[src/sv/rwwa_pkg.sv]
// Shared constants and types for the ramp weighted window average unit.
package rwwa_pkg;

    localparam int unsigned SAMPLE_W    = 13;
    localparam int unsigned WINDOW_LEN  = 81;
    localparam int unsigned PTR_W       = 7;
    localparam int unsigned PLAIN_W     = 20;
    localparam int unsigned WSUM_W      = 27;
    localparam int unsigned ROUND_W     = WSUM_W + 1;
    localparam int unsigned Y_W         = ROUND_W - 3;
    localparam int unsigned RECIP_W     = 15;
    localparam int unsigned PROD_W      = Y_W + RECIP_W;
    localparam int unsigned RECIP_SHIFT = 25;
    localparam int unsigned Q_W         = PROD_W - RECIP_SHIFT;
    localparam int unsigned QM_W        = Y_W + 1;

    typedef logic [SAMPLE_W-1:0] t_sample;
    typedef logic [PTR_W-1:0]    t_ptr;
    typedef logic [PLAIN_W-1:0]  t_plain;
    typedef logic [WSUM_W-1:0]   t_wsum;

    localparam t_ptr    LAST_SLOT   = t_ptr'(WINDOW_LEN - 1);
    localparam t_ptr    FULL_COUNT  = t_ptr'(WINDOW_LEN);
    localparam t_wsum   WEIGHT_TOP  = t_wsum'(160);
    localparam t_wsum   WEIGHT_DROP = t_wsum'(79);
    localparam logic [ROUND_W-1:0] ROUND_HALF = ROUND_W'(4860);
    localparam logic [PROD_W-1:0]  RECIP_MUL  = PROD_W'(27616);
    localparam logic [QM_W-1:0]    DIV_ODD    = QM_W'(1215);
    localparam logic [Q_W:0]       SAMPLE_MAX = (Q_W + 1)'(8191);

endpackage

[src/sv/rwwa_flux_if.sv]
// Input channel carrying one flux sample per transaction.
interface rwwa_flux_if;
    logic               valid;
    logic               ready;
    rwwa_pkg::t_sample  flux_sample;

    modport source (output valid, output flux_sample, input ready);
    modport sink   (input valid, input flux_sample, output ready);
endinterface

[src/sv/rwwa_avg_if.sv]
// Output channel carrying one weighted average result per transaction.
interface rwwa_avg_if;
    logic               valid;
    logic               ready;
    rwwa_pkg::t_sample  weighted_average;
    logic               average_valid;

    modport source (output valid, output weighted_average, output average_valid, input ready);
    modport sink   (input valid, input weighted_average, input average_valid, output ready);
endinterface

[src/sv/rwwa_ram.sv]
// Generic single write port, single read port RAM with registered read data.
module rwwa_ram #(
    parameter int unsigned WIDTH = 13,
    parameter int unsigned DEPTH = 81
) (
    input  logic                     i_clk,
    input  logic                     i_we,
    input  logic [$clog2(DEPTH)-1:0] i_waddr,
    input  logic [WIDTH-1:0]         i_wdata,
    input  logic                     i_re,
    input  logic [$clog2(DEPTH)-1:0] i_raddr,
    output logic [WIDTH-1:0]         o_rdata
);

    logic [WIDTH-1:0] r_mem [DEPTH];
    logic [WIDTH-1:0] r_rdata;

    always_ff @(posedge i_clk) begin
        if (i_we) begin
            r_mem[i_waddr] <= i_wdata;
        end
        if (i_re) begin
            r_rdata <= r_mem[i_raddr];
        end
    end

    assign o_rdata = r_rdata;

endmodule

[src/sv/ramp_weighted_window_average_unit.sv]
// Ramp weighted 81 sample moving average of a flux sample stream.
//
// Usage: i_flux delivers one 13 bit flux sample per transaction; o_avg
// returns exactly one result per sample: the weighted mean of the last 81
// samples (weights 80 for the oldest up to 160 for the newest, divided by
// 9720, rounded to nearest, ties up) and the average_valid flag.
// For the first 80 samples after reset the result is 0 with average_valid low.
// A sample passes stages A, B, C, D and the output register to reach o_avg.
// Throughput: one sample per cycle unless o_avg stalls; the RAM is written
// once per sample, read as the pipeline moves; both sums update together.
// Reset (i_rst_n low at a clock edge) empties the pipeline, clears the sums,
// the fill count and the ring pointer; the window RAM is not swept, slots not
// yet written since reset are masked by the fill count.
// i_flux.ready stays low while i_rst_n is low.
// Stall: while o_avg is valid and not ready the whole pipeline holds and
// i_flux.ready drops in the same cycle; it rises again as soon as the
// pending result is taken.
module ramp_weighted_window_average_unit (
    input  logic        i_clk,
    input  logic        i_rst_n,
    rwwa_flux_if.sink   i_flux,
    rwwa_avg_if.source  o_avg
);

    logic                      w_en;
    logic                      w_accept;
    rwwa_pkg::t_sample         w_ram_rd;
    rwwa_pkg::t_sample         w_oldest;

    rwwa_pkg::t_ptr            r_ptr, n_ptr;
    rwwa_pkg::t_ptr            r_seen, n_seen;

    logic                      r_a_vld;
    logic                      r_a_fill;
    logic                      r_a_full;
    rwwa_pkg::t_sample         r_a_fresh;

    logic                      r_b_vld;
    logic                      r_b_full;
    rwwa_pkg::t_plain          r_psum, n_psum;
    rwwa_pkg::t_wsum           r_wsum, n_wsum;

    logic                      r_c_vld;
    logic                      r_c_full;
    logic [rwwa_pkg::Y_W-1:0]    r_c_y, n_c_y;
    logic [rwwa_pkg::PROD_W-1:0] r_c_prod, n_c_prod;
    logic [rwwa_pkg::ROUND_W-1:0] w_round;

    logic                      r_d_vld;
    logic                      r_d_full;
    logic [rwwa_pkg::Y_W-1:0]    r_d_y;
    logic [rwwa_pkg::Q_W-1:0]    r_d_q0, n_d_q0;
    logic [rwwa_pkg::QM_W-1:0]   r_d_qm, n_d_qm;

    logic [rwwa_pkg::QM_W-1:0]   w_rem;
    logic [rwwa_pkg::Q_W:0]      w_quot;
    rwwa_pkg::t_sample         n_out_avg;

    logic                      r_out_valid;
    logic                      r_out_full;
    rwwa_pkg::t_sample         r_out_avg;

    assign w_en           = !r_out_valid || o_avg.ready;
    assign i_flux.ready   = w_en && i_rst_n;
    assign w_accept       = i_flux.valid && i_flux.ready;

    rwwa_ram #(
        .WIDTH (rwwa_pkg::SAMPLE_W),
        .DEPTH (rwwa_pkg::WINDOW_LEN)
    ) u_ring (
        .i_clk   (i_clk),
        .i_we    (w_accept),
        .i_waddr (r_ptr),
        .i_wdata (i_flux.flux_sample),
        .i_re    (w_en),
        .i_raddr (r_ptr),
        .o_rdata (w_ram_rd)
    );

    always_comb begin
        n_ptr  = (r_ptr == rwwa_pkg::LAST_SLOT) ? '0 : r_ptr + 1'b1;
        n_seen = (r_seen == rwwa_pkg::FULL_COUNT) ? r_seen : r_seen + 1'b1;
    end

    always_comb begin
        w_oldest = r_a_fill ? w_ram_rd : '0;
        n_psum   = r_psum - rwwa_pkg::PLAIN_W'(w_oldest) + rwwa_pkg::PLAIN_W'(r_a_fresh);
        n_wsum   = r_wsum - rwwa_pkg::WSUM_W'(r_psum)
                 - rwwa_pkg::WSUM_W'(w_oldest) * rwwa_pkg::WEIGHT_DROP
                 + rwwa_pkg::WSUM_W'(r_a_fresh) * rwwa_pkg::WEIGHT_TOP;
    end

    always_comb begin
        w_round  = rwwa_pkg::ROUND_W'(r_wsum) + rwwa_pkg::ROUND_HALF;
        n_c_y    = w_round[rwwa_pkg::ROUND_W-1:3];
        n_c_prod = rwwa_pkg::PROD_W'(n_c_y) * rwwa_pkg::RECIP_MUL;
    end

    always_comb begin
        n_d_q0 = r_c_prod[rwwa_pkg::PROD_W-1:rwwa_pkg::RECIP_SHIFT];
        n_d_qm = rwwa_pkg::QM_W'(n_d_q0) * rwwa_pkg::DIV_ODD;
    end

    always_comb begin
        w_rem  = rwwa_pkg::QM_W'(r_d_y) - r_d_qm;
        w_quot = (w_rem >= rwwa_pkg::DIV_ODD) ? {1'b0, r_d_q0} + 1'b1 : {1'b0, r_d_q0};
        if (!r_d_full) begin
            n_out_avg = '0;
        end else if (w_quot > rwwa_pkg::SAMPLE_MAX) begin
            n_out_avg = rwwa_pkg::SAMPLE_MAX[rwwa_pkg::SAMPLE_W-1:0];
        end else begin
            n_out_avg = w_quot[rwwa_pkg::SAMPLE_W-1:0];
        end
    end

    always_ff @(posedge i_clk) begin
        if (!i_rst_n) begin
            r_ptr       <= '0;
            r_seen      <= '0;
            r_a_vld     <= 1'b0;
            r_b_vld     <= 1'b0;
            r_c_vld     <= 1'b0;
            r_d_vld     <= 1'b0;
            r_out_valid <= 1'b0;
            r_psum      <= '0;
            r_wsum      <= '0;
        end else if (w_en) begin
            if (w_accept) begin
                r_ptr  <= n_ptr;
                r_seen <= n_seen;
            end
            if (r_a_vld) begin
                r_psum <= n_psum;
                r_wsum <= n_wsum;
            end
            r_a_vld     <= w_accept;
            r_b_vld     <= r_a_vld;
            r_c_vld     <= r_b_vld;
            r_d_vld     <= r_c_vld;
            r_out_valid <= r_d_vld;
        end
    end

    always_ff @(posedge i_clk) begin
        if (w_en) begin
            r_a_fresh  <= i_flux.flux_sample;
            r_a_fill   <= (r_seen == rwwa_pkg::FULL_COUNT);
            r_a_full   <= (n_seen == rwwa_pkg::FULL_COUNT);
            r_b_full   <= r_a_full;
            r_c_full   <= r_b_full;
            r_c_y      <= n_c_y;
            r_c_prod   <= n_c_prod;
            r_d_full   <= r_c_full;
            r_d_y      <= r_c_y;
            r_d_q0     <= n_d_q0;
            r_d_qm     <= n_d_qm;
            r_out_full <= r_d_full;
            r_out_avg  <= n_out_avg;
        end
    end

    assign o_avg.valid            = r_out_valid;
    assign o_avg.weighted_average = r_out_avg;
    assign o_avg.average_valid    = r_out_full;

endmodule

[src/flat_wrapper.sv]
// flat-port wrapper written by rule: the top's interface ports become plain ports
module ramp_weighted_window_average_unit_flat 
  (i_clk, i_rst_n, i_flux_valid, i_flux_flux_sample, i_flux_ready, o_avg_valid, o_avg_weighted_average, o_avg_average_valid, o_avg_ready);
  rwwa_flux_if i_flux_i ();
  rwwa_avg_if o_avg_i ();
  input  logic i_clk;
  input  logic i_rst_n;
  input wire logic [$bits(i_flux_i.valid)-1:0] i_flux_valid;
  input wire logic [$bits(i_flux_i.flux_sample)-1:0] i_flux_flux_sample;
  output wire logic [$bits(i_flux_i.ready)-1:0] i_flux_ready;
  output wire logic [$bits(o_avg_i.valid)-1:0] o_avg_valid;
  output wire logic [$bits(o_avg_i.weighted_average)-1:0] o_avg_weighted_average;
  output wire logic [$bits(o_avg_i.average_valid)-1:0] o_avg_average_valid;
  input wire logic [$bits(o_avg_i.ready)-1:0] o_avg_ready;
  assign i_flux_i.valid = i_flux_valid;
  assign i_flux_i.flux_sample = i_flux_flux_sample;
  assign i_flux_ready = i_flux_i.ready;
  assign o_avg_valid = o_avg_i.valid;
  assign o_avg_weighted_average = o_avg_i.weighted_average;
  assign o_avg_average_valid = o_avg_i.average_valid;
  assign o_avg_i.ready = o_avg_ready;
  ramp_weighted_window_average_unit u_core (.i_clk(i_clk), .i_rst_n(i_rst_n), .i_flux(i_flux_i), .o_avg(o_avg_i));
endmodule
[config.mk]
export PLATFORM = sky130hd
export DESIGN_NAME = ramp_weighted_window_average_unit_flat
export DESIGN_NICKNAME = d
export VERILOG_FILES = /design/src/sv/rwwa_pkg.sv /design/src/sv/rwwa_flux_if.sv /design/src/sv/rwwa_avg_if.sv /design/src/sv/rwwa_ram.sv /design/src/sv/ramp_weighted_window_average_unit.sv /design/src/flat_wrapper.sv
export SDC_FILE = /design/constraint.sdc
export NUM_CORES = 2
export LEC_CHECK = 0
export BUFFER_PORTS_ARGS = -buffer_cell sky130_fd_sc_hd__buf_2
export CORE_AREA = 5 5 472 474
export DETAILED_ROUTE_END_ITERATION = 12
export DIE_AREA = 0 0 477 479
export PLACE_DENSITY = 0.42
export REMOVE_ABC_BUFFERS = 1
export SYNTH_ARGS = -nofsm -noshare
export SYNTH_HDL_FRONTEND = slang
export SYNTH_SLANG_ARGS = --single-unit
[constraint.sdc]
create_clock -name i_clk -period 9.1 [get_ports i_clk]
set_clock_uncertainty 0.15 [all_clocks]
set_input_delay 1.82 -clock i_clk [delete_from_list [all_inputs] [get_ports i_clk]]
set_output_delay 1.82 -clock i_clk [all_outputs]
set_load 0.02 [all_outputs]
==> summary.md <==
| Metric | Value |
|---|---|
| Final hold viol count | `0` |
| Setup violators final | `0` |
| Full die area | `~230,000 um2` |
| Ys Warns | `0` |
| Worst Path Required | `approximately 9.5 ns` |
| Highest Clock Rate | `about 0.12 GHz` |
| CTS tree | `done` |
| Critical R2R Launch | `u_core.r_wsum[5]$_SDFFE_PN0P_` |
| Placed wire-length estimate | `about 110,000 um` |
| Status | `complete, no violations` |
| Initial DRC Count | `between 2,000 and 3,000` |
| Worst slew pin tran | `1.12 ns` |
| DRT antenna net count | `0` |
| Worst Reg-to-Reg Cells | `28` |
| Routability congestion estimate | `0.784` |
| Initial core utilization | `0.288` |
| Synth unique cells | `a little over 80` |
| Routed via count | `37,664` |
| Register bit total from synthesis | `roughly 1,300` |
| Pre-antenna DRT Iters | `5` |
| Most frequent cells in the layout | `1,203 x edfxtp_1, 599 x inv_1, 391 x a22oi_1` |
| Ports | `33` |
| First-pass GRT wire length | `roughly 270,000 um` |
| GRT Total Usage | `0.155` |
| Clk buf depth | `3` |
| Slew Limit Headroom | `0.249` |
| P&R area growth vs syn | `14.4%` |
| Worst Path Max Fanout | `6` |
| CP endpoint kind | `register` |
| Die span in y | `around 480 um` |
| Flop-to-flop setup slack | `0.60 ns` |
| Final worst-path cycle share | `0.934` |
| CTS Root Cell | `clkbuf_16` |
| H-tree depth | `4` |
| CP Launch Type | `register` |
| Fin nets | `approximately 5,400` |
| Largest net degree at the start of global routing | `just under 90` |
| Post-synth EDFFs | `around 1,200` |
| Via/cell ratio | `between 4 and 5` |
| Worst-path clk slew | `~0.06 ns` |
| CTS Hold Bufs | `0` |
| Hold Path Class | `reg -> reg` |
| Fraction of layout cells with a size suffix above 1 | `0.0912` |
| Post-route insts no fill | `7,721` |
| # DRC | `0` |
| Worst path max stage delay | `roughly 0.6 ns` |
| Placed Cells | `approximately 7,400` |
| Ys async rst share | `0` |
| Total routed wirelength | `approximately 180,000 um` |
| Slew Viols, Final | `0` |
| Synth area leaders | `edfxtp_1 57%, fa_1 9.1%, ha_1 7.0%, a22oi_1 4.7%, inv_1 3.6%` |
| Crit Path Category | `reg -> reg` |
| Synth top area share | `0.575` |
| Worst Path Arrival | `a little under 9 ns` |
| GRT overflow | `0` |
| Gate Count Post-Synth | `4,588` |
| Max-cap viol count | `0` |
| Fin area | `between 70,000 and 80,000 um2` |
| Worst setup endpoint | `u_core.r_c_prod[39]$_DFFE_PN_` |
| Routed wire per std cell | `23.5 um` |
| Syn Area/Cell | `13.7 um2` |
| Post-synthesis sequential area ratio | `0.596` |
| Most used cell, CP | `fa_1` |
| Most common cell after layout, fill and taps aside | `edfxtp_1` |
| Post-CTS setup buffer count | `0` |
| CORE AREA | `between 200,000 and 250,000 um2` |
| CTS buffer count | `150` |
| Initial antenna violation count | `3` |
| Tmin final | `8.50 ns` |
| Die width | `477 um` |
| Crit. Startpoint | `u_core.r_wsum[5]$_SDFFE_PN0P_` |
| Post-placement cell area | `roughly 67,000 um2` |
| Cell Rows | `172` |
| Worst-Skew Late Latency | `0.81 ns` |
| Clk sinks | `around 1,300` |
| Worst R2R End | `u_core.r_c_prod[39]$_DFFE_PN_` |
| Main synth FF type | `edfxtp_1` |
| RSZ-0062 raised after global routing | `no` |
| Mapped Area | `~63,000 um2` |
| Port bufs | `32` |
| Area leader, netlist | `edfxtp_1` |
| Via count of the first global-routing pass | `38,808` |
| CP max-delay cell | `or4_1` |
[repair_timing]
item / in CTS / in global routing
resized for setup: 0 / 5
endpoints found under the setup margin: 0 / 3
endpoints found under the hold margin: 0 / 0
[kinds of logic (layout without fill, tap and decap cells)]
group	after synthesis	in the layout	share of synthesized area
and+or+nand+nor	707	707	0.0553
adders and majority gates	637	637	0.161
AOI/OAI and AO/OA	1031	1031	0.117
other	0	2	0
muxes	18	18	0.00422
DFF	1269	1269	0.596
buffers and inverters	787	1047	0.0472
xor gates and xnor gates	139	139	0.0196
[through the flow]
stage	setup WS, ns	util	hold WS [ns]	setup TNS (ns)
finish	0.603	0.329	0.267	0
global route	0.136	0.329	0.271	0
floorplan	-1.14	-	0.250	-583.39
global placement	0.515	0.307	0.252	0
CTS	0.363	0.329	0.268	0
detailed placement	0.463	0.307	0.255	0
[how the worst min path moves through the flow]
stage                               startpoint                         end  slack, ns  cells past startpoint
floorplan            u_core.r_a_full$_DFFE_PN_   u_core.r_b_full$_DFFE_PN_       0.25                      0
global placement     u_core.r_c_y[4]$_DFFE_PN_   u_core.r_d_y[4]$_DFFE_PN_       0.25                      0
detailed placement   u_core.r_c_y[1]$_DFFE_PN_   u_core.r_d_y[1]$_DFFE_PN_       0.25                      0
CTS                  u_core.r_c_y[1]$_DFFE_PN_   u_core.r_d_y[1]$_DFFE_PN_       0.27                      0
global route        u_core.r_c_y[12]$_DFFE_PN_  u_core.r_d_y[12]$_DFFE_PN_       0.27                      0
finish               u_core.r_c_y[8]$_DFFE_PN_   u_core.r_d_y[8]$_DFFE_PN_       0.27                      0
[state kept, by name (all words and copies together), names as in the netlist, 13 cells and up]
signal                         cells
u_core.o_avg.weighted_average     13
u_core.r_a_fresh                  13
u_core.r_c_prod                   15
u_core.r_c_y                      25
u_core.r_d_q0                     14
u_core.r_d_qm                     26
u_core.r_d_y                      25
u_core.r_psum                     20
u_core.r_wsum                     27
u_core.u_ring.o_rdata             13
u_core.u_ring.r_mem             1053
[routing by layer]
metal,global-route usage,share of wire
met3,0.0260,0.044
met4,0.0407,0.023
met1,0.206,0.45
met2,0.264,0.49
met5,0,0
[layout make-up]
cell class	count	area (um2)
diodes	2	5.00
clock buffers	189	3900
clock inverters	87	892
fillers	21476	146000
inverters	602	2260
multi-input cells	2532	22600
flip-flops and latches	1269	37500
well taps	2871	3590
repair buffers	169	1280
[critical path, delay by kind of cell, from the launching register on]
family / cells / cell delay (ns)
and+or+nand+nor: 5 / 1.16
AOI/OAI and AO/OA: 10 / 2.89
adders and majority gates: 6 / 2.55
buffers and inverters: 4 / 0.35
xor gates and xnor gates: 3 / 0.74
DFF: 1 / 0.36
[cells in the mapped netlist (all sizes together) (34+ instances only)]
| cell | number |
|---|---|
| dfxtp | 66 |
| nand2 | 186 |
| fa | 286 |
| o21ai | 117 |
| nor2 | 193 |
| a21oi | 150 |
| nand4 | 108 |
| xor2 | 47 |
| a221oi | 67 |
| a31oi | 41 |
| nand3 | 34 |
| ha | 351 |
| inv | 601 |
| edfxtp | 1203 |
| a22oi | 391 |
| xnor2 | 92 |
| clkbuf | 138 |
| buf | 47 |
| nor3 | 38 |
| a22o | 66 |
| a21o | 42 |
Power is not shown: default switching activity piles up to over one toggle a cycle in this logic, so the estimate is an artifact.
